[config.mk]
export PLATFORM = sky130hd
export DESIGN_NAME = srdz_front
export DESIGN_NICKNAME = d
export VERILOG_FILES = /design/src/srdz_pkg.sv /design/src/srdz_front.sv
export SDC_FILE = /design/constraint.sdc
export NUM_CORES = 2
export LEC_CHECK = 0
export BUFFER_PORTS_ARGS = -buffer_cell sky130_fd_sc_hd__buf_2
export CAP_MARGIN = 20
export CORE_UTILIZATION = 55
export CTS_BUF_LIST = sky130_fd_sc_hd__clkbuf_16
export DETAILED_ROUTE_END_ITERATION = 12
export GPL_TIMING_DRIVEN = 1
export PLACE_DENSITY = 0.74
export SETUP_SLACK_MARGIN = 0.02
export SLEW_MARGIN = 20
export SYNTH_ARGS = -nofsm -noshare
export SYNTH_HDL_FRONTEND = slang
export SYNTH_SLANG_ARGS = --single-unit
export TNS_END_PERCENT = 100
[constraint.sdc]
create_clock -name clk -period 41.5 [get_ports clk]
set_input_delay 10.375 -clock clk [delete_from_list [all_inputs] [get_ports clk]]
set_output_delay 10.375 -clock clk [all_outputs]
set_load 0.005 [all_outputs]
[src/srdz_pkg.sv]
package srdz_pkg;

  localparam int SAMPLE_WIDTH_DEF  = 17;
  localparam int OUT_FRAC_BITS_DEF = 15;

  localparam int DZ_W   = 15;
  localparam int MV_W   = 16;
  localparam int OUT_W  = 16;
  localparam int DATA_W = 32;
  localparam int ADDR_W = 3;

  localparam logic [DZ_W-1:0] DZ_RESET = DZ_W'(8000);
  localparam logic [MV_W-1:0] MV_RESET = MV_W'(30000);

  // Register index, taken from paddr bit 2.
  localparam logic REG_DEAD_ZONE = 1'b0;
  localparam logic REG_MAX_VALUE = 1'b1;

  // Depth of the queue between the front and the back.
  localparam int QDEPTH = 4;
  localparam int QLW    = $clog2(QDEPTH + 1);

  typedef struct packed {
    logic [DZ_W-1:0] dead_zone;
    logic [MV_W-1:0] max_value;
  } cfg_t;

  typedef struct packed {
    logic           empty;
    logic [QLW-1:0] level;
  } q_stat_t;

endpackage

[src/srdz_front.sv]
module srdz_front #(
  parameter int SAMPLE_WIDTH = srdz_pkg::SAMPLE_WIDTH_DEF
) (
  input  logic                           clk,
  input  logic                           rst_n,
  input  logic                           start,
  output logic                           busy,
  input  logic signed [SAMPLE_WIDTH-1:0] raw_x,
  input  logic signed [SAMPLE_WIDTH-1:0] raw_y,
  input  srdz_pkg::cfg_t                 cfg,
  input  srdz_pkg::q_stat_t              q_stat,
  output logic                           push,
  output logic [4*SAMPLE_WIDTH+2:0]      push_data
);
  import srdz_pkg::*;

  localparam int SW  = SAMPLE_WIDTH;
  localparam int L2W = 2 * SW;
  localparam int CW  = (L2W > 2 * DZ_W) ? L2W : 2 * DZ_W;

  logic          a_vld_r;
  logic [SW-1:0] ax_r, ay_r;
  logic          nx_r, ny_r;

  logic          accept;
  logic [L2W-1:0] len2;
  logic [CW-1:0]  dz_sq;
  logic           zero;

  assign busy   = ({1'b0, q_stat.level} + (QLW + 1)'(a_vld_r)) >= (QLW + 1)'(QDEPTH);
  assign accept = start && !busy;

  always_ff @(posedge clk) begin
    if (!rst_n) begin
      a_vld_r <= 1'b0;
    end else begin
      a_vld_r <= accept;
    end
  end

  // Sign and magnitude; the most negative sample has a magnitude that still fits.
  always_ff @(posedge clk) begin
    if (accept) begin
      nx_r <= raw_x[SW-1];
      ny_r <= raw_y[SW-1];
      ax_r <= raw_x[SW-1] ? SW'(-raw_x) : SW'(raw_x);
      ay_r <= raw_y[SW-1] ? SW'(-raw_y) : SW'(raw_y);
    end
  end

  always_comb begin
    len2  = L2W'(ax_r * ax_r) + L2W'(ay_r * ay_r);
    dz_sq = CW'(cfg.dead_zone * cfg.dead_zone);
    zero  = (CW'(len2) < dz_sq) || (len2 == '0);
  end

  assign push      = a_vld_r;
  assign push_data = {zero, nx_r, ny_r, ax_r, ay_r, len2};

endmodule

## Yosys cells after proc, flatten, opt, wreduce, memory -nomap -nowiden

Index checks and enable logic that the tools add are counted.

- Flip-flop bits (word level): 37
- Bits in latches: 0
- RAM bits: 0
- Bits in read-only memories: 0
- Input bits: 72
- Output and inout bits: 73
- Word-level logic and storage cells: 22
- Memories: 0

- Add/sub/neg operators: 4
- $mul: 3
- Divide/modulo/power cells: 0
- Magnitude comparators: 2
- Equality and inequality tests: 0
- Shift operators: 0
- Multiplexer cells: 2
- Bitwise logic cells: 0
- Reduce and logical (&&, ||, !) cells: 4

Operators with widths:

| operator | count |
|---|---|
| 17-bit by 17-bit multiplier with 34-bit output | 2 |
| 34-bit adder | 1 |
| 34-bit logical NOT | 1 |
| 34-bit by 30-bit < comparator with 1-bit output | 1 |
| 17-bit negator | 2 |
| 16-bit two-way mux | 2 |
| 15-bit by 15-bit multiplier with 30-bit output | 1 |
| 3-bit by 1-bit adder with 4-bit output | 1 |
| 4-bit by 3-bit >= comparator with 1-bit output (second input constant) | 1 |
| 1-bit logical AND | 1 |
| 1-bit logical NOT | 1 |
| 1-bit logical OR | 1 |

## Longest topological paths before layout

- Depth after elaboration: 4
- Mapped depth: 40
- Mapped depth without buffers: 38

## Worst setup path before layout

Ideal clock, no wire load.

- Kind: input to output
- From: in cfg[24] (netlist bit)
- To: out push_data[70]
- Arrival time: 17,939 ps
- Required time: 31,125 ps
- Slack: 13,186 ps
- Cell stages on the path: 35
- Path buffers: 2
- Path through: clkbuf_1 and2_1 fa_1 inv_1 fa_1 inv_1 fa_1 inv_1 fa_1 fa_1 inv_1 fa_1 ha_1 a21o_1 a211oi_1 o22ai_1 a21oi_1 o21ai_0 a21oi_1 o21bai_1 and3_1 a211o_1 xnor2_1 ha_1 a21o_1 a21o_1 a21o_1 a21o_1 a21o_1 a21oi_1 nor2b_1 a2111oi_0 o21ai_0 a211oi_2 buf_4

- Word-level cells in the longest chain between the ends: 3

Ends and longest elaborated chain:

| what | RTL line | source |
|---|---|---|
| start: declaration | srdz_front.sv:10 | `input srdz_pkg::cfg_t cfg,` |
| 15-bit by 15-bit multiplier with 30-bit output | srdz_front.sv:53 | `dz_sq = CW'(cfg.dead_zone * cfg.dead_zone);` |
| 34-bit by 30-bit < comparator with 1-bit output | srdz_front.sv:54 | `zero = (CW'(len2) < dz_sq) \|\| (len2 == '0);` |
| 1-bit logical OR | srdz_front.sv:54 |  |
| end: declaration | srdz_front.sv:13 | `output logic [4*SAMPLE_WIDTH+2:0] push_data` |

Every way passes these cells.

## Final worst setup path

- From: in cfg[18] (netlist bit)
- To: out push_data[70]

The elaborated chain is that of the path after synthesis.

==> metrics.md <==
| Metric | Value |
|---|---|
| Via density | `5.29` |
| Post-DRT Antenna Nets | `0` |
| Die Y | `about 220 µm` |
| Vias in the first global route | `about 20k` |
| Layout net count | `3761` |
| Clock Path Buffers | `2` |
| Crit path max-delay family | `compound AO/OA/AOI/OAI gates` |
| Unrepaired setup endpoints after global routing | `false` |
| Synthesized net count | `around 3.7k` |
| Dpl hpwl | `between 40 and 50 mm` |
| Die X-Extent | `217 µm` |
| Post-synth EDFFs | `36` |
| Reg2Reg Depth | `3` |
| Htree depth | `2` |
| Post-synthesis compound-gate area fraction | `5.47%` |
| YS warnings | `0` |
| Synth Area in Adders | `between 60 and 70%` |
| DRC errors left | `0` |
| Max stage delay on crit path | `about 0.54 ns` |
| CP Capture Type | `output port` |
| CP arrival | `about 19 ns` |
| XOR/XNOR Fraction of Synth Area | `3.70%` |
| Yosys reg bits | `37` |
| Slew headroom | `a little under two fifths` |
| Final Hold Fails | `0` |
| Total congestion overflow | `0` |
| Final core utilization | `roughly 60%` |
| Final setup margin | `roughly 12 ns` |
| Setup Skew | `between 0.003 and 0.004 ns` |
| WS Path Type | `primary input to output port` |
| Crit-path max FO | `16` |
| Maxcap violations | `0` |
| Area Overhead vs Synth | `5.51%` |
| Layout Cells excl Fill | `~3.4k` |
| CTS tree | `done` |
| Total number of vias | `around 18k` |
| Ys flop type | `edfxtp_1` |
| Period Utilization, post-route | `a little over two thirds` |
| PortBufs | `about 130` |
| Die ar. | `about 47000 µm²` |
| Hold Path Sink | `push$_SDFF_PN0_` |
| Clock Latency Late Sink | `approximately 0.28 ns` |
| CP max-delay cell | `fa_1` |
| Placed cells | `3383` |
| Largest net degree at the start of global routing | `37` |
| Avg Inst Size Synth | `between 9 and 10 µm²` |
| Clk pin slew, worst setup/hold paths | `0.05 ns` |
| Worst hold path type | `flop to flop` |
| Fmax | `34.1 MHz` |
| Internal reg-to-reg setup slack | `around 40 ns` |
| WL final | `between 50 and 60 mm` |
| Drt first pass iters | `5` |
| Slew Viols, Final | `0` |
| Mux share of post-synthesis cell area | `0.0888%` |
| GPL Wtd Cong | `between 0.9 and 1` |
| Worst R2R End | `ax_r[5]$_DFFE_PP_` |
| Pre-CTS setup slack | `12.23 ns` |
| FFs w/ async S/R, synth | `0%` |
| Distinct cells, synth | `71` |
| Core area | `~45000 µm²` |
| Ports | `roughly 150` |
| Post-CTS setup buffer count | `0` |
| Clk sinks | `37` |
| Min-Delay Path Depth | `2` |
| Sequential fraction of the synthesis area | `4.34%` |
| Average wire per standard cell | `around 16 µm` |
| Post_cts resized | `0` |
| CP startpoint kind | `primary input` |
| Req. time, crit path | `between 30 and 40 ns` |
| Mapped Cells | `roughly 2.7k` |
| Synth Area in Simple Gates | `between 10% and 20%` |
| Status | `completed` |
| GRT Resource Usage Total | `between 20% and 30%` |
| Share of post-route cells with drive strength above 1 | `under 10%` |
| Filler instances | `3976` |
| Buffers plus inverters on the worst setup path | `6` |
| R2R Path Start | `push$_SDFF_PN0_` |
| Hold-fix buffers, CTS | `0` |
| Clock root buffer | `clkbuf_16` |
| Rows | `between 70 and 80` |
| First-pass GRT wire length | `95.0 mm` |
| Final setup TNS | `0 ns` |
| Largest family of logic cells by synthesized area | `adder cells` |
| Netlist Area Pre-Place | `approximately 25000 µm²` |
| Hold path start | `push$_SDFF_PN0_` |
| Final min period | `29.29 ns` |
| TritonCTS Buffers | `5` |
| DRT iter0 DRCs | `around 820` |
| Starting Density | `between 50% and 60%` |
| Antenna violations before repair | `0` |
| Actual slew at the worst max-slew pin | `about 0.94 ns` |
| Setup-failing EPs final | `0` |
[sequential cells by signal, indices dropped and copies added, names as in the netlist]
name  cells
ax_r     17
ay_r     17
nx_r      1
ny_r      1
push      1
[logic make-up (layout without fill, tap and decap cells)]
| kind of cell | Yosys count | after routing |
|---|---|---|
| buf+inv | 900 | 989 |
| fa+ha+maj | 899 | 899 |
| simple gates | 566 | 566 |
| compound gates | 191 | 191 |
| xor+xnor | 107 | 107 |
| flops | 37 | 37 |
| mux | 2 | 2 |
| other cells | 0 | 1 |
[synthesized netlist by cell type (all sizes together), types with 8 or more instances]
cell type	instances	share of area, %
a21oi	44	0.87
or2	8	0.20
a21o	31	0.92
ha	314	15
inv	837	12
xnor2	79	2.7
o211ai	8	0.32
or3	8	0.20
nand4	8	0.20
xor2	28	0.97
nor3	13	0.26
nor2	71	1.1
o21bai	9	0.27
edfxtp	36	4.3
o21ai	29	0.57
nand2b	13	0.32
nand3	14	0.28
fa	585	46
o31ai	12	0.36
o21a	9	0.27
and3	9	0.22
nor2b	16	0.42
and2	178	4.4
nand2	207	3.1
clkbuf	58	0.86
[worst reg2reg max path: stages, from the launching register on]
cell     delay, ns
dfxtp_1       0.31
a31oi_1       0.24
and2_1        0.16
buf_4         0.41
[per-layer routing]
layer  track usage [%]  share of wire (%)  vias to the layer above
met2              46.0                 52                      482
met1              31.1                 39                     9202
met4              9.32                4.2                        0
met5                 0                  0                        -
li1                  -                  -                     8161
met3              1.99                4.4                      107
[area by class of cell]
class,count,area [µm²],area share (%)
inverters,837,3140,11.7
clock buffers,5,125,0.468
flip-flops and latches,37,1100,4.12
repair buffers,144,763,2.85
well taps,600,751,2.81
clock inverters,3,11.3,0.0421
multi-input cells,1765,20900,78.0
diodes,1,2.50,0.00935
[layout by cell type, fill, tap and decap left out, types with 9 or more instances in the layout]
cell type and instances:
a21o_1 31, a21oi_1 44, and2_1 178, and3_1 9
buf_2 127, buf_4 17, edfxtp_1 36, fa_1 585
ha_1 314, inv_1 839, nand2_1 207, nand2b_1 13
nand3_1 14, nor2_1 71, nor2b_1 15, nor3_1 13
o21a_1 9, o21ai_0 23, o21bai_1 9, o31ai_1 12
xnor2_1 79, xor2_1 28
[worst max path at each step]
stage               startpoint             to  slack [ns]  depth (start not counted)
floorplan              cfg[24]  push_data[70]       13.19                         35
global placement       cfg[18]  push_data[70]       12.32                         35
detailed placement     cfg[18]  push_data[70]       12.23                         35
CTS                    cfg[18]  push_data[70]       12.21                         35
global route           cfg[18]  push_data[70]       11.72                         35
finish                 cfg[18]  push_data[70]       12.21                         35
[through the flow]
stage / hold WS, ns / area (µm²)
after CTS: 0.666 / 26700
after global placement: 0.631 / 26600
after floorplan: 0.634 / 25400
final: 0.661 / 26800
after global routing: 0.710 / 26700
after detailed placement: 0.656 / 26600
Power is left out: the tool's default activity adds up to more than one toggle a clock period on the data nets, which glitch-free logic cannot reach.
