**src/srdz_pkg.sv**
```systemverilog
package srdz_pkg;

  localparam int SAMPLE_WIDTH_DEF  = 17;
  localparam int OUT_FRAC_BITS_DEF = 15;

  localparam int DZ_W   = 15;
  localparam int MV_W   = 16;
  localparam int OUT_W  = 16;
  localparam int DATA_W = 32;
  localparam int ADDR_W = 3;

  localparam logic [DZ_W-1:0] DZ_RESET = DZ_W'(8000);
  localparam logic [MV_W-1:0] MV_RESET = MV_W'(30000);

  // Register index, taken from paddr bit 2.
  localparam logic REG_DEAD_ZONE = 1'b0;
  localparam logic REG_MAX_VALUE = 1'b1;

  // Depth of the queue between the front and the back.
  localparam int QDEPTH = 4;
  localparam int QLW    = $clog2(QDEPTH + 1);

  typedef struct packed {
    logic [DZ_W-1:0] dead_zone;
    logic [MV_W-1:0] max_value;
  } cfg_t;

  typedef struct packed {
    logic           empty;
    logic [QLW-1:0] level;
  } q_stat_t;

endpackage

```
**src/srdz_back.sv**
```systemverilog
module srdz_back #(
  parameter int SAMPLE_WIDTH  = srdz_pkg::SAMPLE_WIDTH_DEF,
  parameter int OUT_FRAC_BITS = srdz_pkg::OUT_FRAC_BITS_DEF
) (
  input  logic                              clk,
  input  logic                              rst_n,
  input  srdz_pkg::cfg_t                    cfg,
  input  srdz_pkg::q_stat_t                 q_stat,
  input  logic [4*SAMPLE_WIDTH+2:0]         head_data,
  output logic                              pop,
  output logic                              out_valid,
  output logic signed [srdz_pkg::OUT_W-1:0] out_x,
  output logic signed [srdz_pkg::OUT_W-1:0] out_y
);
  import srdz_pkg::*;

  localparam int SW    = SAMPLE_WIDTH;
  localparam int F     = OUT_FRAC_BITS;
  localparam int L2W   = 2 * SW;
  localparam int PW    = SW + MV_W;
  localparam int QW    = F + 2;
  localparam int NW    = (SW > MV_W) ? SW : MV_W;
  localparam int XW    = (F + 3 > OUT_W) ? F + 3 : OUT_W;
  localparam int MAXS  = (SW > QW) ? SW : QW;
  localparam int CNTW  = $clog2(MAXS + 2);
  localparam logic [CNTW-1:0] SQ_STEPS  = CNTW'(SW);
  localparam logic [CNTW-1:0] DIV_STEPS = CNTW'(QW);
  localparam logic [XW-1:0]   TOP       = XW'((64'd1 << F) - 64'd1);

  typedef enum logic [2:0] {ST_IDLE, ST_SQRT, ST_MUL, ST_DIV, ST_FIN} state_t;

  state_t          state_r, state_nxt;
  logic [CNTW-1:0] cnt_r, cnt_nxt;
  logic [SW-1:0]   ax_r, ay_r, ax_nxt, ay_nxt;
  logic            nx_r, ny_r, nx_nxt, ny_nxt;
  logic [L2W-1:0]  n_r, res_r, bit_r, n_nxt, res_nxt, bit_nxt;
  logic [PW-1:0]   d_r, d_nxt;
  logic [PW:0]     remx_r, remy_r, remx_nxt, remy_nxt;
  logic [QW-1:0]   qx_r, qy_r, qx_nxt, qy_nxt;
  logic            ov_r, ov_nxt;
  logic [OUT_W-1:0] ox_r, oy_r, ox_nxt, oy_nxt;

  logic            h_zero, h_nx, h_ny;
  logic [SW-1:0]   h_ax, h_ay;
  logic [L2W-1:0]  h_len2;
  logic [L2W:0]    t;
  logic [SW-1:0]   len;
  logic [MV_W-1:0] den, num;
  logic [NW-1:0]   diff;

  assign {h_zero, h_nx, h_ny, h_ax, h_ay, h_len2} = head_data;
  assign pop = (state_r == ST_IDLE) && !q_stat.empty;
  assign len = res_r[SW-1:0];

  function automatic logic [OUT_W-1:0] finish(input logic [QW-1:0] q, input logic neg);
    logic [XW-1:0] r;
    logic [XW-1:0] v;
    r = XW'((XW'(q) + XW'(1)) >> 1);
    if (neg) begin
      v = XW'(0) - r;
    end else begin
      v = (r > TOP) ? TOP : r;
    end
    return v[OUT_W-1:0];
  endfunction

  always_comb begin
    state_nxt = state_r;
    cnt_nxt   = cnt_r;
    ax_nxt = ax_r; ay_nxt = ay_r; nx_nxt = nx_r; ny_nxt = ny_r;
    n_nxt = n_r; res_nxt = res_r; bit_nxt = bit_r;
    d_nxt = d_r; remx_nxt = remx_r; remy_nxt = remy_r;
    qx_nxt = qx_r; qy_nxt = qy_r;
    ov_nxt = 1'b0; ox_nxt = ox_r; oy_nxt = oy_r;
    t = '0; den = '0; num = '0; diff = '0;
    case (state_r)
      ST_IDLE: begin
        if (!q_stat.empty) begin
          ax_nxt = h_ax; ay_nxt = h_ay; nx_nxt = h_nx; ny_nxt = h_ny;
          if (h_zero) begin
            ov_nxt = 1'b1;
            ox_nxt = '0;
            oy_nxt = '0;
          end else begin
            n_nxt     = h_len2;
            res_nxt   = '0;
            bit_nxt   = L2W'(1) << (L2W - 2);
            cnt_nxt   = '0;
            state_nxt = ST_SQRT;
          end
        end
      end
      ST_SQRT: begin
        // Two bits of the root per cycle.
        for (int i = 0; i < 2; i++) begin
          if (cnt_nxt < SQ_STEPS) begin
            t = {1'b0, res_nxt} + {1'b0, bit_nxt};
            if ({1'b0, n_nxt} >= t) begin
              n_nxt   = n_nxt - t[L2W-1:0];
              res_nxt = (res_nxt >> 1) + bit_nxt;
            end else begin
              res_nxt = res_nxt >> 1;
            end
            bit_nxt = bit_nxt >> 2;
            cnt_nxt = cnt_nxt + CNTW'(1);
          end
        end
        if (cnt_nxt >= SQ_STEPS) begin
          state_nxt = ST_MUL;
        end
      end
      ST_MUL: begin
        if (cfg.max_value <= MV_W'(cfg.dead_zone)) begin
          den = MV_W'(1);
          num = MV_W'(1);
        end else begin
          den  = cfg.max_value - MV_W'(cfg.dead_zone);
          diff = NW'(len) - NW'(cfg.dead_zone);
          num  = (diff > NW'(den)) ? den : diff[MV_W-1:0];
        end
        d_nxt     = PW'(len * den);
        remx_nxt  = (PW + 1)'(ax_r * num);
        remy_nxt  = (PW + 1)'(ay_r * num);
        qx_nxt    = '0;
        qy_nxt    = '0;
        cnt_nxt   = '0;
        state_nxt = ST_DIV;
      end
      ST_DIV: begin
        // Two quotient bits per cycle for both axes; the first step has no shift.
        for (int i = 0; i < 2; i++) begin
          if (cnt_nxt < DIV_STEPS) begin
            if (cnt_nxt != '0) begin
              remx_nxt = remx_nxt << 1;
              remy_nxt = remy_nxt << 1;
            end
            qx_nxt = qx_nxt << 1;
            qy_nxt = qy_nxt << 1;
            if (remx_nxt >= {1'b0, d_r}) begin
              remx_nxt  = remx_nxt - {1'b0, d_r};
              qx_nxt[0] = 1'b1;
            end
            if (remy_nxt >= {1'b0, d_r}) begin
              remy_nxt  = remy_nxt - {1'b0, d_r};
              qy_nxt[0] = 1'b1;
            end
            cnt_nxt = cnt_nxt + CNTW'(1);
          end
        end
        if (cnt_nxt >= DIV_STEPS) begin
          state_nxt = ST_FIN;
        end
      end
      ST_FIN: begin
        ov_nxt    = 1'b1;
        ox_nxt    = finish(qx_r, nx_r);
        oy_nxt    = finish(qy_r, ny_r);
        state_nxt = ST_IDLE;
      end
      default: begin
        state_nxt = ST_IDLE;
      end
    endcase
  end

  always_ff @(posedge clk) begin
    if (!rst_n) begin
      state_r <= ST_IDLE;
      ov_r    <= 1'b0;
      cnt_r   <= '0;
    end else begin
      state_r <= state_nxt;
      ov_r    <= ov_nxt;
      cnt_r   <= cnt_nxt;
    end
    ax_r <= ax_nxt; ay_r <= ay_nxt; nx_r <= nx_nxt; ny_r <= ny_nxt;
    n_r <= n_nxt; res_r <= res_nxt; bit_r <= bit_nxt;
    d_r <= d_nxt; remx_r <= remx_nxt; remy_r <= remy_nxt;
    qx_r <= qx_nxt; qy_r <= qy_nxt;
    ox_r <= ox_nxt; oy_r <= oy_nxt;
  end

  assign out_valid = ov_r;
  assign out_x     = ox_r;
  assign out_y     = oy_r;

endmodule

```
**config.mk**
```make
export PLATFORM = sky130hd
export DESIGN_NAME = srdz_back
export DESIGN_NICKNAME = d
export VERILOG_FILES = /design/src/srdz_pkg.sv /design/src/srdz_back.sv
export SDC_FILE = /design/constraint.sdc
export NUM_CORES = 2
export LEC_CHECK = 0
export ABC_CLOCK_PERIOD_IN_PS = 32400
export BUFFER_PORTS_ARGS = -buffer_cell sky130_fd_sc_hd__buf_2
export CAP_MARGIN = 20
export CORE_ASPECT_RATIO = 1.25
export CORE_MARGIN = 4
export CORE_UTILIZATION = 40
export CTS_CLUSTER_SIZE = 12
export DETAILED_ROUTE_END_ITERATION = 8
export SLEW_MARGIN = 10
export SYNTH_ARGS = -nofsm -noshare
export SYNTH_HDL_FRONTEND = slang
export SYNTH_SLANG_ARGS = --single-unit
```
**constraint.sdc**
```tcl
create_clock -name clk -period 32.4 [get_ports clk]
set_input_delay 1.62 -clock clk [delete_from_list [all_inputs] [get_ports clk]]
set_output_delay 1.62 -clock clk [all_outputs]
set_load 0.02 [all_outputs]
```
Word-level counts from Yosys, hierarchy flattened
Cells that the tools add are included.
Storage, ports and cells
  RAM bits: 0
  latch bits: 0
  logic and storage cells: 167
  memories kept: 0
  flip-flop bits (word level): 314
  output and inout port bits: 34
  bits in read-only memories: 0
  input bits: 108
Operators by class
  $lt $le $gt $ge: 15
  muxes and demuxes: 85
  $add $sub $neg: 19
  div/mod/pow operators: 0
  bitwise logic cells: 1
  reductions and logical operators: 15
  shift-type cells: 0
  eq/ne operators: 10
  $mul: 3
Operators by type and width (number)
  two-way mux 34 bit: 39
  one-hot mux 34 bit (2 select lines): 5
  two-way mux 16 bit: 11
  >= comparator 34 x 33 -> 1 bit: 4
  subtractor 34 x 33 -> 34 bit: 4
  multiplier 17 x 16 -> 33 bit: 3
  adder 34 x 34 -> 35 bit: 2
  >= comparator 34 x 35 -> 1 bit: 2
  adder 33 x 34 -> 34 bit: 2
  two-way mux 17 bit: 4
  one-hot mux 17 bit (2 select lines): 2
  subtractor 34 bit: 2
  one-hot mux 16 bit (2 select lines): 2
  two-way mux 5 bit: 9
  adder 17 x 1 -> 18 bit (second input constant): 2
  greater-than comparator 17 x 15 -> 1 bit (second input constant): 2
  subtractor 1 x 16 -> 16 bit (first input constant): 2
  one-hot mux 5 bit (4 select lines): 1
  greater-than comparator 17 x 16 -> 1 bit: 1
  subtractor 17 x 15 -> 17 bit: 1
  less-or-equal comparator 16 x 15 -> 1 bit: 1
  subtractor 16 x 15 -> 16 bit: 1
  adder 5 x 1 -> 5 bit (second input constant): 3
  < comparator 5 bit (second input constant): 3
  20 further kinds: 40

Longest topological paths before layout
  word-level depth: 14
  mapped depth: 54
  mapped depth without buffers: 49

Worst setup path before layout
OpenSTA, ideal clock, no wires.
  path type: in2reg
  start point: in cfg[0] (netlist name)
  end point: reg remy_r[25], data pin
  data arrival time: 11.943 ns
  buffers on the path: 2
  stages on the path: 48
  slack: 20.196 ns
  data required time: 32.139 ns
  setup time: 0.261 ns
  cells stage by stage: inv_1 > ha_1 > inv_1 > fa_1 > a21o_1 > a21oi_1 > o21bai_1 > a21oi_1 > o21bai_1 > a221oi_1 > nor2b_1 > xnor2_1 > inv_1 > ha_1 > a2111o_1 > a2111oi_0 > o31ai_1 > a221o_1 > [... 12 more ...] > inv_1 > fa_1 > fa_1 > inv_1 > fa_1 > inv_1 > ha_1 > a21o_1 > a21o_1 > a211oi_1 > o21bai_1 > a211o_1 > a31oi_1 > o21bai_1 > a21oi_1 > xor2_1 > o22ai_1 > a311o_1
Between the ends
  word-level cells in the longest chain between the ends: 7
  elaborated cells between the ends (all ways): 8
  classes of those cells: 1 x add/sub; 1 x mul; 2 x order compare; 4 x mux
Ends and longest elaborated chain
  start: declaration: line srdz_back.sv:7  | input srdz_pkg::cfg_t cfg,
  subtractor 16 x 15 -> 16 bit: line srdz_back.sv:117  | den = cfg.max_value - MV_W'(cfg.dead_zone);
  greater-than comparator 17 x 16 -> 1 bit: line srdz_back.sv:119  | num = (diff > NW'(den)) ? den : diff[MV_W-1:0];
  two-way mux 16 bit: line srdz_back.sv:119
  two-way mux 16 bit *: line srdz_back.sv:113  | if (cfg.max_value <= MV_W'(cfg.dead_zone)) begin
  two-way mux 16 bit *: line srdz_back.sv:76  | case (state_r)
  multiplier 17 x 16 -> 33 bit *: line srdz_back.sv:123  | remy_nxt = (PW + 1)'(ay_r * num);
  one-hot mux 34 bit (2 select lines) *: line srdz_back.sv:76
  net remy_nxt[25]: line srdz_back.sv:38  | logic [PW:0] remx_r, remy_r, remx_nxt, remy_nxt;
  end signal: assignment: line srdz_back.sv:178  | d_r <= d_nxt; remx_r <= remx_nxt; remy_r <= remy_nxt;
  end: declaration: line srdz_back.sv:38
Mark *: on every way through the listed nets, which the timed path passes. The rest lies on a longest branch. The select of a mux whose other input is x is not followed.
A chain may end at the register's enable or synchronous reset.

Worst setup path after layout
  start point: in cfg[0] (netlist name)
  end point: reg remy_r[31], data pin
Same word-level chain as after synthesis.

==> out/results.md <==
| Quantity | Value |
| --- | --- |
| Die boundary height | 462 um |
| Row count | 166 |
| Synth top area share | 0.193 |
| Buffers on Ports | 138 |
| Placed Cells incl. Taps | 10,000 |
| Main combinational cell family by area after synthesis | adder cells |
| Post-route cell area | 0.0705 mm^2 |
| Detailed-route wire length | 214,000 um |
| Critical Path Start Type | primary input |
| Classification of the worst setup path | in2reg |
| Number of remaining DRC errors | 0 |
| Core box area | 0.164 mm^2 |
| Cts bufs inserted | 47 |
| Number of setup buffers added after CTS | 0 |
| Wire length of the first global-routing pass | 335,000 um |
| Post-detailed-placement cell area | 0.0690 mm^2 |
| Number of distinct library cells after synthesis | 95 |
| Via count of the first global-routing pass | 59,300 |
| Async S/R FF share, synth | 0 |
| TritonCTS sink count | 314 |
| Clock slew at the register clock pins of the worst setup and hold paths | 0.06 ns |
| Status | finished clean |
| Depth of the CTS H-tree | 2 |
| Worst min-delay path category | reg2reg |
| Total Neg Setup Slack | 0 ns |
| Worst setup EP type | flop |
| Commonest cells after routing, fill and taps aside | nand2_1 (885), inv_1 (868), ha_1 (704), fa_1 (636), a21oi_1 (540) |
| Total iterations of the first detailed-routing run | 8 |
| Adder-cell area share of the yosys netlist | 0.326 |
| Worst-Skew Late Latency | 0.68 ns |
| Cells taking the most area after synthesis | fa_1 (19%), edfxtp_1 (14%), ha_1 (13%) |
| Simple-gate area share of the yosys netlist | 0.183 |
| Time the worst path needs with I/O delays and setup | 13.91 ns |
| Total GRT Usage | 0.246 |
| Total of max-cap violations | 0 |
| Flops & latches, synth | 314 |
| Relative slew margins | 0.226 |
| Detailed Place HPWL | 164,000 um |
| Clk buf depth | 3 |
| Buffer type at the clock tree root | clkbuf_16 |
| Synthesized instance count | 7,986 |
| Data required time of the critical path | 32.80 ns |
| Slowest cell on crit path | a2111oi_0 |
| Delay of the slowest critical-path stage | 0.57 ns |
| Met2 usage | 0.419 |
| Grt peak-use layer | met2 |
| Total of endpoints with negative setup slack in the final report | 0 |
| Critical Path AT | 14.31 ns |
| Synthesized-area fraction occupied by ao, oa, aoi and oai cells | 0.189 |
| Proportion of synthesized chip area in sequential cells | 0.142 |
| Met1 Resource Use GR | 0.306 |
| Resize count post-CTS | 0 |
| Main synth FF type | edfxtp_1 |
| Count of flip-flops with a built-in enable after synthesis | 305 |
| Final weighted congestion in routability-driven placement | 0.986 |
| Average cell area after synthesis | 8.26 um^2 |
| Number of DRC markers in iteration 0 | 4,056 |
| Setup slack after layout | 18.49 ns |
| Final clock skew | 0.0431 ns |
| Total nets after synthesis | 9,434 |
| Met3 layer usage reported by global route | 0.0337 |
| CTS tree | yes |
| Unrepaired setup endpoints after global routing | no |
| Crit Path Max Fanout | 35 |
| Leading cell type in the layout, fill and taps excluded | nand2_1 |
| Post-synthesis cell type with the largest combined area | fa_1 |
| Antenna violations before repair | 5 |
| Post-layout nets | 9,354 |
| Post-route clock period utilization | 0.429 |
| Total die area | 0.172 mm^2 |
| CP most frequent cell | inv_1 |
| Pins over their slew limit | 0 |
| Fraction of layout instances using a drive strength above 1 | 0.0651 |
| Vias per cell | 5.79 |
| Post-CTS Hold Buffers | 0 |
| P&R area growth vs syn | 6.78% |
| Number of cells in the finished layout apart from fillers | 10,100 |
| Actual slew at the worst max-slew pin | 1.16 ns |
| Pin count of the biggest net entering global routing | 126 |
| WL per Instance | 21.1 um |
| Yosys warnings | 0 |
| Placement Setup Slack | 17.89 ns |
| Starting density of the core | 0.403 |
| Die boundary width | 371 um |
| Number of primary I/O pins | 142 |
| Total global routing overflow | 0 |
| Post-Syn Area | 0.0660 mm^2 |
| Xor-xnor portion of the synthesized cell area | 0.0547 |
| Multiplexer share of the synthesized area | 0.0339 |
| Final hold vios | 0 |
| Antenna-violating nets left | 0 |
| Maximum clock frequency | 71.9 MHz |
| DR vias | 58,600 |
worst paths after layout:
path              startpoint         end  slack, ns  cells after the start
hold reg to reg   state_r[2]  state_r[1]       0.69                      2
setup / recovery      cfg[0]  remy_r[31]      18.49                     50
hold / removal    state_r[2]  state_r[1]       0.69                      2
setup reg to reg    res_r[0]  remy_r[31]      18.65                     46
logic make-up after synthesis:
logic type | after synthesis
DFF | 314
buffers and inverters | 1234
muxes | 211
xor gates and xnor gates | 412
and+or+nand+nor | 2556
AOI/OAI and AO/OA | 1919
adders and majority gates | 1340
cell usage after synthesis, types with 16 or more instances:
library cell and instances:
xor2_1 169, nand4_1 60, nor2b_1 47, o221ai_1 25, o21a_1 79, nand2_1 889, o21ai_0 395, nand3_1 253
o31ai_1 44, a221oi_1 16, and4_1 18, and2_1 286, a2111oi_0 18, or3_1 39, nor2_1 505, inv_1 869
a211oi_1 80, or2_2 28, mux2i_1 112, o211a_1 16, ha_1 704, mux2_2 97, o22ai_1 18, o21bai_1 70
a31o_2 21, and3_1 113, a21oi_1 546, a22oi_1 58, clkbuf_1 302, nand2b_1 73, edfxtp_1 305, a211o_1 25
nor3_1 183, buf_2 34, nor4_1 21, a31oi_1 68, o211ai_1 68, xnor2_1 243, fa_1 636, buf_1 23
a21o_1 175
metrics by stage:
stage	utilization	hold slack (ns)
floorplan	-	0.571
global placement	0.421	0.669
detailed placement	0.421	0.676
CTS	0.430	0.686
global route	0.430	0.740
finish	0.430	0.688
final cells by class:
| class | count | area [um^2] |
|---|---|---|
| diodes | 1 | 2.50 |
| clock buffers | 54 | 1200 |
| clock inverters | 29 | 275 |
| fillers | 16300 | 93400 |
| inverters | 870 | 3270 |
| multi-input cells | 6438 | 52200 |
| flip-flops and latches | 314 | 9340 |
| well taps | 2184 | 2730 |
| repair buffers | 235 | 1450 |
layer usage:
metal | wire length (um) | share of wire | vias to the layer above
met5 | 11 | 0.000051 | -
met4 | 11900 | 0.056 | 2
met3 | 13100 | 0.061 | 415
met2 | 100000 | 0.47 | 1890
met1 | 88500 | 0.41 | 28700
li1 | - | - | 27600
flip-flops by register name (all words and copies together) (netlist names):
register	flops
d_r	33
ay_r	17
ax_r	17
qx_r	17
out_valid	1
ny_r	1
nx_r	1
remy_r	34
out_x	16
bit_r	34
res_r	34
remx_r	34
qy_r	17
out_y	16
cnt_r	5
state_r	3
n_r	34
critical path, delay by kind of cell:
kind                       cells  cell delay (ns)
xor gates and xnor gates       2             0.39
muxes                          1             0.22
and+or+nand+nor                4             0.80
buffers and inverters         12             1.74
adders and majority gates     10             4.29
AOI/OAI and AO/OA             21             5.11
Power is left out: the tool's default activity adds up to more than one toggle a clock period on the data nets, which glitch-free logic cannot reach.
