<file path="config.mk">
export PLATFORM = sky130hd
export DESIGN_NAME = srdz_fifo
export DESIGN_NICKNAME = d
export VERILOG_FILES = /design/src/srdz_pkg.sv /design/src/srdz_fifo.sv
export SDC_FILE = /design/constraint.sdc
export NUM_CORES = 1
export LEC_CHECK = 0
export ABC_AREA = 0
export BUFFER_PORTS_ARGS = -buffer_cell sky130_fd_sc_hd__buf_2
export CAP_MARGIN = 10
export CELL_PAD_IN_SITES_DETAIL_PLACEMENT = 0
export CELL_PAD_IN_SITES_GLOBAL_PLACEMENT = 1
export CORE_UTILIZATION = 31
export CTS_CLUSTER_DIAMETER = 150
export DETAILED_ROUTE_END_ITERATION = 12
export PLACE_DENSITY_LB_ADDON = 0.1
export SLEW_MARGIN = 5
export SYNTH_ARGS = -nofsm -noshare
export SYNTH_HDL_FRONTEND = slang
export SYNTH_SLANG_ARGS = --single-unit
</file>
<file path="constraint.sdc">
create_clock -name clk -period 1.91 [get_ports clk]
set_input_delay 0.573 -clock clk [delete_from_list [all_inputs] [get_ports clk]]
set_output_delay 0.573 -clock clk [all_outputs]
set_load 0.02 [all_outputs]
</file>
<file path="src/srdz_pkg.sv">
package srdz_pkg;

  localparam int SAMPLE_WIDTH_DEF  = 17;
  localparam int OUT_FRAC_BITS_DEF = 15;

  localparam int DZ_W   = 15;
  localparam int MV_W   = 16;
  localparam int OUT_W  = 16;
  localparam int DATA_W = 32;
  localparam int ADDR_W = 3;

  localparam logic [DZ_W-1:0] DZ_RESET = DZ_W'(8000);
  localparam logic [MV_W-1:0] MV_RESET = MV_W'(30000);

  // Register index, taken from paddr bit 2.
  localparam logic REG_DEAD_ZONE = 1'b0;
  localparam logic REG_MAX_VALUE = 1'b1;

  // Depth of the queue between the front and the back.
  localparam int QDEPTH = 4;
  localparam int QLW    = $clog2(QDEPTH + 1);

  typedef struct packed {
    logic [DZ_W-1:0] dead_zone;
    logic [MV_W-1:0] max_value;
  } cfg_t;

  typedef struct packed {
    logic           empty;
    logic [QLW-1:0] level;
  } q_stat_t;

endpackage

</file>
<file path="src/srdz_fifo.sv">
module srdz_fifo #(
  parameter int WIDTH = 8
) (
  input  logic                 clk,
  input  logic                 rst_n,
  input  logic                 push,
  input  logic [WIDTH-1:0]     push_data,
  input  logic                 pop,
  output logic [WIDTH-1:0]     head_data,
  output srdz_pkg::q_stat_t    stat
);
  import srdz_pkg::*;

  localparam int PW = $clog2(QDEPTH);

  logic [WIDTH-1:0] mem_r [QDEPTH];
  logic [PW-1:0]    wr_ptr_r, wr_ptr_nxt;
  logic [PW-1:0]    rd_ptr_r, rd_ptr_nxt;
  logic [QLW-1:0]   level_r, level_nxt;

  always_comb begin
    wr_ptr_nxt = push ? wr_ptr_r + PW'(1) : wr_ptr_r;
    rd_ptr_nxt = pop ? rd_ptr_r + PW'(1) : rd_ptr_r;
    level_nxt  = level_r + QLW'(push) - QLW'(pop);
  end

  always_ff @(posedge clk) begin
    if (!rst_n) begin
      wr_ptr_r <= '0;
      rd_ptr_r <= '0;
      level_r  <= '0;
    end else begin
      wr_ptr_r <= wr_ptr_nxt;
      rd_ptr_r <= rd_ptr_nxt;
      level_r  <= level_nxt;
    end
  end

  always_ff @(posedge clk) begin
    if (push) begin
      mem_r[wr_ptr_r] <= push_data;
    end
  end

  assign head_data  = mem_r[rd_ptr_r];
  assign stat.empty = (level_r == '0);
  assign stat.level = level_r;

endmodule

</file>
Word-level counts from Yosys, hierarchy flattened
Memory sizes are Yosys's and may differ from the RTL's. A register that Yosys moved wholly into a read port is not among the register bits.
Cells that the tools add are included.

word-level totals
  RAM bits = 32
  word-level logic and storage cells = 13
  bits in read-only memories = 0
  bits in latches = 0
  memories kept = 1
  output and inout port bits = 12
  flip-flop bits (word level) = 7

memories
  memory  depth  width  read ports  clocked after Yosys merged registers in  wr ports  line             text
  mem_r   4      8      1           1                                        1         srdz_fifo.sv:16  logic [WIDTH-1:0] mem_r [QDEPTH];

cells by class
  divide/modulo/power cells = 0
  reductions and logical operators = 1
  mux-type cells = 4
  magnitude comparators = 0
  equality and inequality tests = 0
  $add $sub $neg = 4
  bitwise operators = 0
  multiply operators = 0
  shifts and indexed selects = 0

operators by type and width
  cell                                                            count
  2-bit by 1-bit adder with 2-bit output (second input constant)  2
  2-bit 2-to-1 mux                                                2
  3-bit by 1-bit adder with 3-bit output                          1
  3-bit zero test                                                 1
  3-bit by 1-bit subtractor with 3-bit output                     1
  1-bit 2-to-1 mux                                                2

Longest topological paths before layout
Gate-level depths: netlist of the first run.

  depth after elaboration = 3
  gate-level depth with buffers = 7
  gate-level depth less buffers = 7

Worst setup path before layout of the first run
Ideal clock, no wire load.

  path kind = input -> register
  start point = in pop
  end point = reg level_r[2]
  stages = 6
  setup time = 64 ps
  data required time = 1846 ps
  data arrival time = 1824 ps
  path slack = 21 ps
  path through = ha_1 inv_1 ha_1 fa_1 xor3_1 nor2_1

between the ends
  cells in the longest elaborated chain, start to end = 1

ends and longest elaborated chain
  element                                      line             text
  from (decl)                                  srdz_fifo.sv:8   input logic pop,
  3-bit by 1-bit subtractor with 3-bit output  srdz_fifo.sv:24  level_nxt = level_r + QLW'(push) - QLW'(pop);
  to (signal assigned)                         srdz_fifo.sv:35  level_r <= level_nxt;
  to (decl)                                    srdz_fifo.sv:19  logic [QLW-1:0] level_r, level_nxt;

Every way passes these cells.
A chain may end at the register's enable or synchronous reset.

==> impl_metrics.yaml, run 1 <==
timing:
  rsz0062_at_grt: "true"
  fin_crit_ns: 2.02
  slew_headroom_pct: 68.7
  final.setup.tns_ns: -0.650
  layout_setup_ws_ns: -0.105
  tightest_slew_ns: 0.470
  drv_slew: 0
  hold_viol: 0
  setup-violations-final: 8
  fin_skew_ns: 0.00504
  post-route-period-util_pct: 106
  fmax_mhz: 496
setup_path:
  timing.rr.start: "level_r[0]$_SDFF_PN0_"
  arrival_ns: 1.44
  crit_path_top_delay_cell: "mux4_2"
  rr_worst_depth: 7
  cpMostUsedCell: "buf_6"
  reg2reg_slack_ns: 0.15
  path_max_fanout: 4
  path_buf_inv: 2
  path_cells: "buf_6, mux4_2, buf_6"
  end_kind: "output port"
  reg2reg_to: "level_r[2]$_SDFF_PN0_"
  cp_slowest_stage_delay_ns: 0.52
  required_ns: 1.34
  critPathKind: "flop to output port"
  path_delay_family: "multiplexers"
  cp-start-kind: "flop"
yosys:
  synthSimpleGateAreaFrac_pct: 4.32
  synth_edf_count: 32
  synth-seq-cells: 41
  yosys-mux-area-fraction_pct: 11.9
  synth_area_leaders: "edfxtp_1 60%, dfxtp_1 11%, mux4_2 11%, ha_1 4.7%, and2_1 2.4%"
  synth_top_family_by_area: "multiplexers"
  netlist_area_sq_um: 1590
  synth_compound_area_share_pct: 0.942
  synth-seq-area-share_pct: 71.6
  yosysTopAreaCellShare_pct: 60.3
  synth_xor_area_share_pct: 2.59
  synth_cell_types: 17
  syn_nets: 103
  synthArstFlopShare_pct: 0
  yosys-top-cells-count: "32 x edfxtp_1, 9 x dfxtp_1, 8 x mux4_2, 7 x inv_1"
  ys_warn_count: 0
  synth_top_cell_by_area: "edfxtp_1"
  synth_flop_cell: "edfxtp_1"
  syn_avg_cell_area_sq_um: 19.0
  synthCells: 84
  yosysMostFrequentCell: "edfxtp_1"
  synthAdderAreaFrac_pct: 5.97
global_routing:
  grt_max_degree: 14
  grt_pass1_vias: 736
  antenna_found_initial: 0
  grt_overflow: 0
  groute.usage.overall_pct: 10.7
  grt_pass1_wl_microns: 3900
placed_design:
  gp_congestion: 0.655
  dp_hpwl_microns: 1720
  io_buffers: 23
  dpl_worst_slack_ns: -0.138
  place_area_sq_um: 1810
floorplanning:
  die_y_microns: 73.7
  dieArea_sq_um: 5430
  rows: 25
  ioPinCount: 24
  fp.dieW_microns: 73.7
  start_util_pct: 32.9
  design.core.area_sq_um: 4850
clock_tree:
  clkLatencyLatePin_ns: 0.29
  cts.sinks: 41
  cts-buffers-inserted: 5
  post-cts-setup-buffer-count: 0
  clk_pin_slew_worst_paths_ns: 0.08
  htree_levels: 2
  cts_max_path_buffers: 2
  ctsHoldBuffers: 0
  clockRootBuffer: "clkbuf_8"
  cts_tree: "built"
worst_hold_path:
  holdPathEnd: "mem_r[1][0]$_DFFE_PP_"
  holdPathStages: 1
  hold_path_startpoint: "push_data[0]"
  hold_path_class: "input port to flop"
pwr:
  power.total_uw: 2230
  power_density_nw_per_um2: 1110
  leakage_uw: 0.000755
  ir_worst_vdd_uv: 404
cells_and_area:
  fillCellCount: 445
  multiInputGateArea_sq_um: 410
  seq_area_sq_um: 1140
  area_growth_pct: 25.9
  final_nets: 136
  drive_gt1_share_pct: 39.0
  antennaDiodeCount: 0
  final_area_sq_um: 2010
status:
  status: "complete, but fails checks"
  violations: "negative setup slack"
job:
  drv_cap: 0
drt:
  vias_per_cell: 4.22
  routed_wl_microns: 2520
  ant_nets: 0
  wire_per_inst_microns: 13.6
  drtIter0Drc: 25
  drc: 0
  drt_first_pass_iters: 4
  num_vias: 780
cells by family (layout without fill, tap and decap cells):
group                    Yosys count  after routing
flip-flops                        41             41
AND/OR/NAND/NOR                   13             13
multiplexers                       9              9
buffers and inverters              9             43
adder cells (fa/ha/maj)            7              7
XOR/XNOR                           3              3
AO/OA/AOI/OAI                      2              2
cell usage in the layout (no fill, tap or decap), types with 2 or more instances in the layout:
cell        n
clkbuf_8    5
mux4_2      8
buf_4       3
ha_1        6
buf_6      10
bufinv_16   2
inv_1       7
dfxtp_1     8
xnor2_1     2
nor2_1      5
edfxtp_1   32
buf_2      15
and2_1      6
sequential cells by signal (all words and copies together) (netlist names), named ones only:
name / cells
mem_r: 32
level_r: 3
rd_ptr_r: 2
wr_ptr_r: 2
how the worst max path moves through the flow:
stage	cells after the start	slack, ns	from	to
2_1_floorplan	6	0.02	pop	level_r[2]$_SDFF_PN0_
5_1_grt	3	-0.15	flop	head_data[2]
3_5_place_dp	7	-0.14	pop	level_r[2]$_SDFF_PN0_
6_report	3	-0.11	flop	head_data[2]
3_3_place_gp	7	-0.11	pop	level_r[2]$_SDFF_PN0_
4_1_cts	3	-0.12	flop	head_data[2]
report_power, final:
group	total [uW]	switching, uW	internal, uW
combinational	370	182	188
clock	809	290	519
sequential	1050	29.6	1020
total	2230	502	1730
per-layer routing:
metal  up-vias  routed length, microns  global-route usage (%)
met4         0                      48                    5.13
met5         -                       0                       0
met3         6                     134                    5.08
met2        19                    1180                    14.9
li1        379                       -                       -
met1       376                    1160                    14.0
stage by stage:
stage,hold slack [ns],utilization (%),cells
after global placement,0.523,37.4,177
after detailed placement,0.532,37.4,177
after global routing,0.487,41.4,185
after CTS,0.478,41.4,185
after floorplan,0.499,-,84
final,0.492,41.4,185
repair_timing:
action	CTS	global route
setup endpoints to repair	8	8
resized for setup	19	0
cloned	0	0
area by class of cell:
type / instances / share of cell area (%)
multi-input combinational: 34 / 20.4
inverter: 7 / 1.31
tap: 67 / 4.18
timing repair buffer: 28 / 10.5
clock buffer: 5 / 3.43
sequential: 41 / 56.9
clock inverter: 3 / 3.24
No activity file was read; power rests on OpenSTA's default activity.
==> inputs of run 2 (changes only) <==
--- a/config.mk
+++ b/config.mk
@@ -5,13 +5,13 @@
 export SDC_FILE = /design/constraint.sdc
 export NUM_CORES = 1
 export LEC_CHECK = 0
-export ABC_AREA = 0
+export ABC_AREA = 1
 export BUFFER_PORTS_ARGS = -buffer_cell sky130_fd_sc_hd__buf_2
 export CAP_MARGIN = 10
 export CELL_PAD_IN_SITES_DETAIL_PLACEMENT = 0
 export CELL_PAD_IN_SITES_GLOBAL_PLACEMENT = 1
 export CORE_UTILIZATION = 31
-export CTS_CLUSTER_DIAMETER = 150
+export CTS_CLUSTER_DIAMETER = 60
 export DETAILED_ROUTE_END_ITERATION = 12
 export PLACE_DENSITY_LB_ADDON = 0.1
 export SLEW_MARGIN = 5
==> impl_metrics.yaml, run 2 <==
status:
  status: "completed"
floorplanning:
  start_util_pct: 32.9
  die_y_microns: 76.3
  fp.dieW_microns: 76.3
  design.core.area_sq_um: 5200
  dieArea_sq_um: 5820
  rows: 26
  ioPinCount: 24
timing:
  drv_slew: 0
  setup-violations-final: 0
  hold_viol: 0
  tightest_slew_ns: 0.404
  fmax_mhz: 538
  fin_skew_ns: 0.00307
  fin_crit_ns: 1.86
  rsz0062_at_grt: "true"
  post-route-period-util_pct: 97.3
  slew_headroom_pct: 73.1
placed_design:
  gp_congestion: 0.683
  place_area_sq_um: 1890
  dp_hpwl_microns: 2000
  io_buffers: 23
global_routing:
  grt_busiest_layer: "met2"
  antenna_found_initial: 0
  grtUsageMet3_pct: 3.83
  grt_pass1_vias: 985
  use_met2_pct: 19.6
  met1_usage_pct: 12.5
  grt_overflow: 0
  groute.usage.overall_pct: 11.4
  grt_max_degree: 33
  grt_pass1_wl_microns: 4850
cells_and_area:
  drive_gt1_share_pct: 20.5
  top_register: "mem_r"
  antennaDiodeCount: 0
  layout_common_cells: "32 x edfxtp_1, 31 x inv_1, 26 x nand2_1, 20 x buf_2, 13 x a21oi_1"
  final_area_sq_um: 2060
  fillCellCount: 525
  biggestRegsByFlops: "mem_r (32), level_r (3)"
  largest_reg_flops: 32
  area_growth_pct: 20.2
  final_nets: 194
  mostFrequentLayoutCell: "edfxtp_1"
yosys:
  ys_warn_count: 0
  netlist_area_sq_um: 1710
  synth_edf_count: 32
  synth-seq-cells: 41
  synth_flop_cell: "edfxtp_1"
  synth_top_cell_by_area: "edfxtp_1"
  synth_cell_types: 16
  yosysTopAreaCellShare_pct: 56.2
  syn_nets: 166
  yosysMostFrequentCell: "edfxtp_1"
  synth_area_leaders: "edfxtp_1 56%, dfxtp_1 11%, inv_1 6.8%, nand2_1 5.7%, ha_1 4.4%"
  yosys-top-cells-count: "32 x edfxtp_1, 31 x inv_1, 26 x nand2_1, 13 x a21oi_1, 10 x o21ai_0"
  synth-seq-area-share_pct: 66.7
  synthArstFlopShare_pct: 0
  syn_avg_cell_area_sq_um: 11.6
  synthCells: 147
setup_path:
  required_ns: 1.34
  arrival_ns: 1.28
  end_kind: "output port"
  timing.rr.start: "level_r[0]$_SDFF_PN0_"
  reg2reg_slack_ns: 0.36
  critPathKind: "flop to output port"
  path_max_fanout: 16
  rr_worst_depth: 7
  reg2reg_to: "level_r[2]$_SDFF_PN0_"
  cp-start-kind: "flop"
pwr:
  power.total_uw: 2180
  p_sw_uw: 528
  power_frac_clock_pct: 37.1
  seq_power_share_pct: 48.0
  cellInternalPower_uw: 1660
  ir_worst_vdd_uv: 422
  leakage_uw: 0.000881
  netSwitchingFraction_pct: 24.2
  combPwrFrac_pct: 14.8
  power_density_nw_per_um2: 1060
clock_tree:
  cts_tree: "built"
  ctsHoldBuffers: 0
  post-cts-setup-buffer-count: 0
  htree_levels: 2
  cts-buffers-inserted: 5
  clockRootBuffer: "clkbuf_8"
  cts.sinks: 41
  clk_pin_slew_worst_paths_ns: 0.07
  cts_max_path_buffers: 2
  clkLatencyLatePin_ns: 0.29
worst_hold_path:
  hold_path_startpoint: "rd_ptr_r[0]$_SDFFE_PN0P_"
  hold_path_class: "flop to flop"
  holdPathStages: 1
drt:
  vias_per_cell: 4.29
  ant_nets: 0
  num_vias: 1056
  drt_first_pass_iters: 4
  drtIter0Drc: 31
  routed_wl_microns: 3140
  wire_per_inst_microns: 12.8
  drc: 0
job:
  drv_cap: 0
run 2: changes by cell type after synthesis, sizes merged, moves of 2 or more:
cell	before	now
nand2	0	26
inv	7	31
a21oi	1	14
o21ai	0	12
mux4	8	0
o211ai	0	8
and2	6	0
buf	1	5
nor2	5	1
xnor2	2	0
run 2: timing repair:
action | in CTS | in global routing
setup endpoints to repair | 0 | 3
endpoints found under the hold margin | 0 | 0
gates resized for setup | 0 | 5
run 2: worst max-delay path by stage:
stage	cells after the start	end	startpoint
3_3_place_gp	7	level_r[2]$_SDFF_PN0_	pop
2_1_floorplan	6	level_r[2]$_SDFF_PN0_	pop
4_1_cts	5	head_data[6]	flop
6_report	5	head_data[6]	flop
5_1_grt	5	head_data[4]	flop
3_5_place_dp	7	level_r[2]$_SDFF_PN0_	pop
run 2: power groups by stage:
stage	sequential, uW	clock (uW)	combinational, uW
2_1_floorplan	1080	0	192
3_3_place_gp	1070	0	303
3_5_place_dp	1070	0	313
4_1_cts	1050	838	314
5_1_grt	1050	876	365
6_report	1050	811	324
run 2: through the flow:
stage / TNS (ns) / std cells / utilization, % / hold WS [ns] / setup WS, ns
3_5_place_dp: 0 / 237 / 36.3 / 0.476 / 0.0334
4_1_cts: 0 / 245 / 38.8 / 0.484 / 0.0595
6_report: 0 / 246 / 39.5 / 0.487 / 0.0521
3_3_place_gp: 0 / 237 / 36.3 / 0.451 / 0.0640
5_1_grt: -0.0303 / 246 / 39.5 / 0.479 / -0.0213
2_1_floorplan: 0 / 147 / - / 0.436 / 0.231
run 2: area by class of cell:
class	count	area (sq um)	area share (%)
Clock inverter	3	65.1	3.16
Timing Repair Buffer	26	175	8.52
Tap cell	70	87.6	4.26
Clock buffer	5	68.8	3.35
Inverter	31	116	5.66
Sequential cell	41	1140	55.6
Multi-Input combinational cell	70	400	19.5
run 2: kinds of logic after synthesis:
| logic type | Yosys count | synth area share, % |
|---|---|---|
| and+or+nand+nor | 29 | 6.51 |
| adders and majority gates | 7 | 5.56 |
| buffers and inverters | 36 | 9.88 |
| AOI/OAI and AO/OA | 34 | 11.3 |
| DFF | 41 | 66.7 |
run 2: critical path, cell delays in order (launching register included):
cell,delay (ns)
dfxtp_2,0.36
clkbuf_16,0.18
a21oi_2,0.12
o21ai_0,0.08
nand2_1,0.09
buf_2,0.17
run 2: per-layer routing:
layer | part of all wire (%) | wire length (microns)
met5 | 0 | 0
met4 | 1.9 | 59
met1 | 44 | 1370
met2 | 51 | 1590
met3 | 3.8 | 119
==> inputs of run 3 (changes only) <==
--- a/config.mk
+++ b/config.mk
@@ -7,7 +7,7 @@
 export LEC_CHECK = 0
 export ABC_AREA = 1
 export BUFFER_PORTS_ARGS = -buffer_cell sky130_fd_sc_hd__buf_2
-export CAP_MARGIN = 10
+export CAP_MARGIN = 20
 export CELL_PAD_IN_SITES_DETAIL_PLACEMENT = 0
 export CELL_PAD_IN_SITES_GLOBAL_PLACEMENT = 1
 export CORE_UTILIZATION = 31
==> constraint.sdc (replaced) <==
create_clock -name clk -period 1.59 [get_ports clk]
set_input_delay 0.477 -clock clk [delete_from_list [all_inputs] [get_ports clk]]
set_output_delay 0.477 -clock clk [all_outputs]
set_load 0.02 [all_outputs]
==> impl_metrics.yaml, run 3 (synthesis gave the netlist of run 2 again) <==
setup_path:
  required_ns: 1.11
  critPathKind: "flop to output port"
  arrival_ns: 1.24
  crit_path_top_delay_cell: "dfxtp_4"
  end_kind: "output port"
  path_max_fanout: 8
  path_delay_family: "flip-flops"
  cp_slowest_stage_delay_ns: 0.40
  cp-start-kind: "flop"
  reg2reg_slack_ns: 0.07
  path_buf_inv: 2
  path_cells: "buf_12, a21oi_2, o21ai_1, nand2_1, buf_6"
drt:
  num_vias: 1097
  ant_nets: 0
  drtIter0Drc: 50
  wire_per_inst_microns: 13.1
  drc: 0
  routed_wl_microns: 3290
  drt_first_pass_iters: 4
  vias_per_cell: 4.35
global_routing:
  antenna_found_initial: 0
  grt_overflow: 0
  grt_pass1_wl_microns: 5540
  grt_pass1_vias: 1096
  groute.usage.overall_pct: 12.7
  grt_max_degree: 17
status:
  status: "complete, but fails checks"
  violations: "negative setup slack"
cells_and_area:
  top_register: "mem_r"
  antennaDiodeCount: 0
  final_nets: 200
  post-route-util_pct: 42.2
  largest_reg_flops: 32
  biggestRegsByFlops: "mem_r (32), level_r (3)"
  drive_gt1_share_pct: 30.2
  mostFrequentLayoutCell: "edfxtp_1"
  area_growth_pct: 28.5
  final_cells: 252
  layout_common_cells: "32 x edfxtp_1, 31 x inv_1, 23 x nand2_1, 15 x buf_2"
  fillCellCount: 512
placed_design:
  io_buffers: 23
  dp_hpwl_microns: 1980
  gp_congestion: 0.627
  dpl.cell_count: 241
pwr:
  ir_worst_vdd_uv: 574
  seq_power_share_pct: 52.3
  combPwrFrac_pct: 20.6
  netSwitchingFraction_pct: 27.7
  cellInternalPower_uw: 1740
  power_frac_clock_pct: 27.1
  p_sw_uw: 667
  power.total_uw: 2410
  power_density_nw_per_um2: 1100
  leakage_uw: 0.000932
clock_tree:
  htree_levels: 2
  cts.sinks: 41
  clk_pin_slew_worst_paths_ns: 0.08
  clkLatencyLatePin_ns: 0.28
  ctsHoldBuffers: 0
  cts-buffers-inserted: 5
  post-cts-setup-buffer-count: 0
  clockRootBuffer: "clkbuf_8"
  cts_tree: "built"
  cts_max_path_buffers: 2
timing:
  layout_setup_ws_ns: -0.127
  drv_slew: 0
  post-route-period-util_pct: 108
  fin_skew_ns: 0.00293
  rsz0062_at_grt: "true"
  setup-violations-final: 8
  slew_headroom_pct: 74.1
  tightest_slew_ns: 0.389
  fin_crit_ns: 1.72
  fmax_mhz: 582
  hold_viol: 0
floorplanning:
  start_util_pct: 32.9
  die_y_microns: 76.3
  design.core.area_sq_um: 5200
  ioPinCount: 24
  dieArea_sq_um: 5820
  fp.dieW_microns: 76.3
  rows: 26
job:
  drv_cap: 0
worst_hold_path:
  hold_path_class: "input port to flop"
[run 3: cell types whose count changed in the layout (fill, tap and decap cells not counted), moves of 2 or more]
| cell | before | now |
|---|---|---|
| nand2_2 | 0 | 2 |
| a21oi_2 | 1 | 7 |
| a21oi_1 | 13 | 7 |
| buf_2 | 20 | 15 |
| o21ai_0 | 9 | 4 |
| o21ai_1 | 3 | 8 |
| buf_6 | 0 | 8 |
| buf_16 | 0 | 2 |
| bufinv_16 | 2 | 0 |
| nand2_1 | 26 | 23 |
[run 3: repair_timing]
action / 4_1_cts / 5_1_grt
endpoints found under the setup margin: 8 / 9
pin swaps: 9 / 8
gates cloned: 2 / 1
resized for setup: 27 / 12
[run 3: final timing paths]
path,from,end,cells after the start
worst max-delay path,flop,head_data[0],5
worst min-delay path,push_data[5],mem_r[3][5]$_DFFE_PP_,1
worst max register to register,level_r[0]$_SDFF_PN0_,level_r[1]$_SDFF_PN0_,7
worst min register to register,rd_ptr_r[1]$_SDFFE_PN0P_,rd_ptr_r[1]$_SDFFE_PN0P_,2
[run 3: worst reg2reg max path, cell delays in order (launching register included)]
cell and delay [ns]:
dfxtp_2 0.34, inv_1 0.04, ha_1 0.26, inv_1 0.04, ha_2 0.17, fa_2 0.54, nand2_2 0.05, inv_1 0.04
[run 3: cell type report]
| class | count | area, sq um | share of cell area [%] |
|---|---|---|---|
| inverters | 31 | 116 | 5.30 |
| clock buffers | 5 | 68.8 | 3.13 |
| repair buffers | 32 | 315 | 14.4 |
| clock inverters | 3 | 17.5 | 0.797 |
| flip-flops and latches | 41 | 1150 | 52.2 |
| multi-input cells | 70 | 445 | 20.3 |
| well taps | 70 | 87.6 | 3.99 |
[run 3: metrics by stage]
| step | instance area, sq um | hold slack (ns) | setup TNS (ns) | setup slack [ns] |
|---|---|---|---|---|
| floorplan | 1710 | 0.436 | 0 | 0.00713 |
| finish | 2200 | 0.398 | -0.981 | -0.127 |
| global placement | 1930 | 0.451 | -0.226 | -0.129 |
| detailed placement | 1930 | 0.459 | -0.329 | -0.184 |
| global route | 2200 | 0.382 | -1.68 | -0.220 |
| CTS | 2140 | 0.387 | -1.09 | -0.143 |
[run 3: power by group through the flow]
stage | Combinational, uW | Clock (uW) | Sequential, uW
finish | 496 | 653 | 1260
global route | 552 | 739 | 1270
CTS | 468 | 685 | 1260
detailed placement | 393 | 0 | 1280
global placement | 376 | 0 | 1280
floorplan | 231 | 0 | 1300
[run 3: routing by layer]
layer / vias up / track usage [%] / part of all wire [%]
met5: - / 0 / 0
met4: 0 / 4.62 / 1.1
met3: 4 / 3.59 / 3.0
met2: 17 / 20.5 / 49
met1: 520 / 16.3 / 47
li1: 556 / - / -
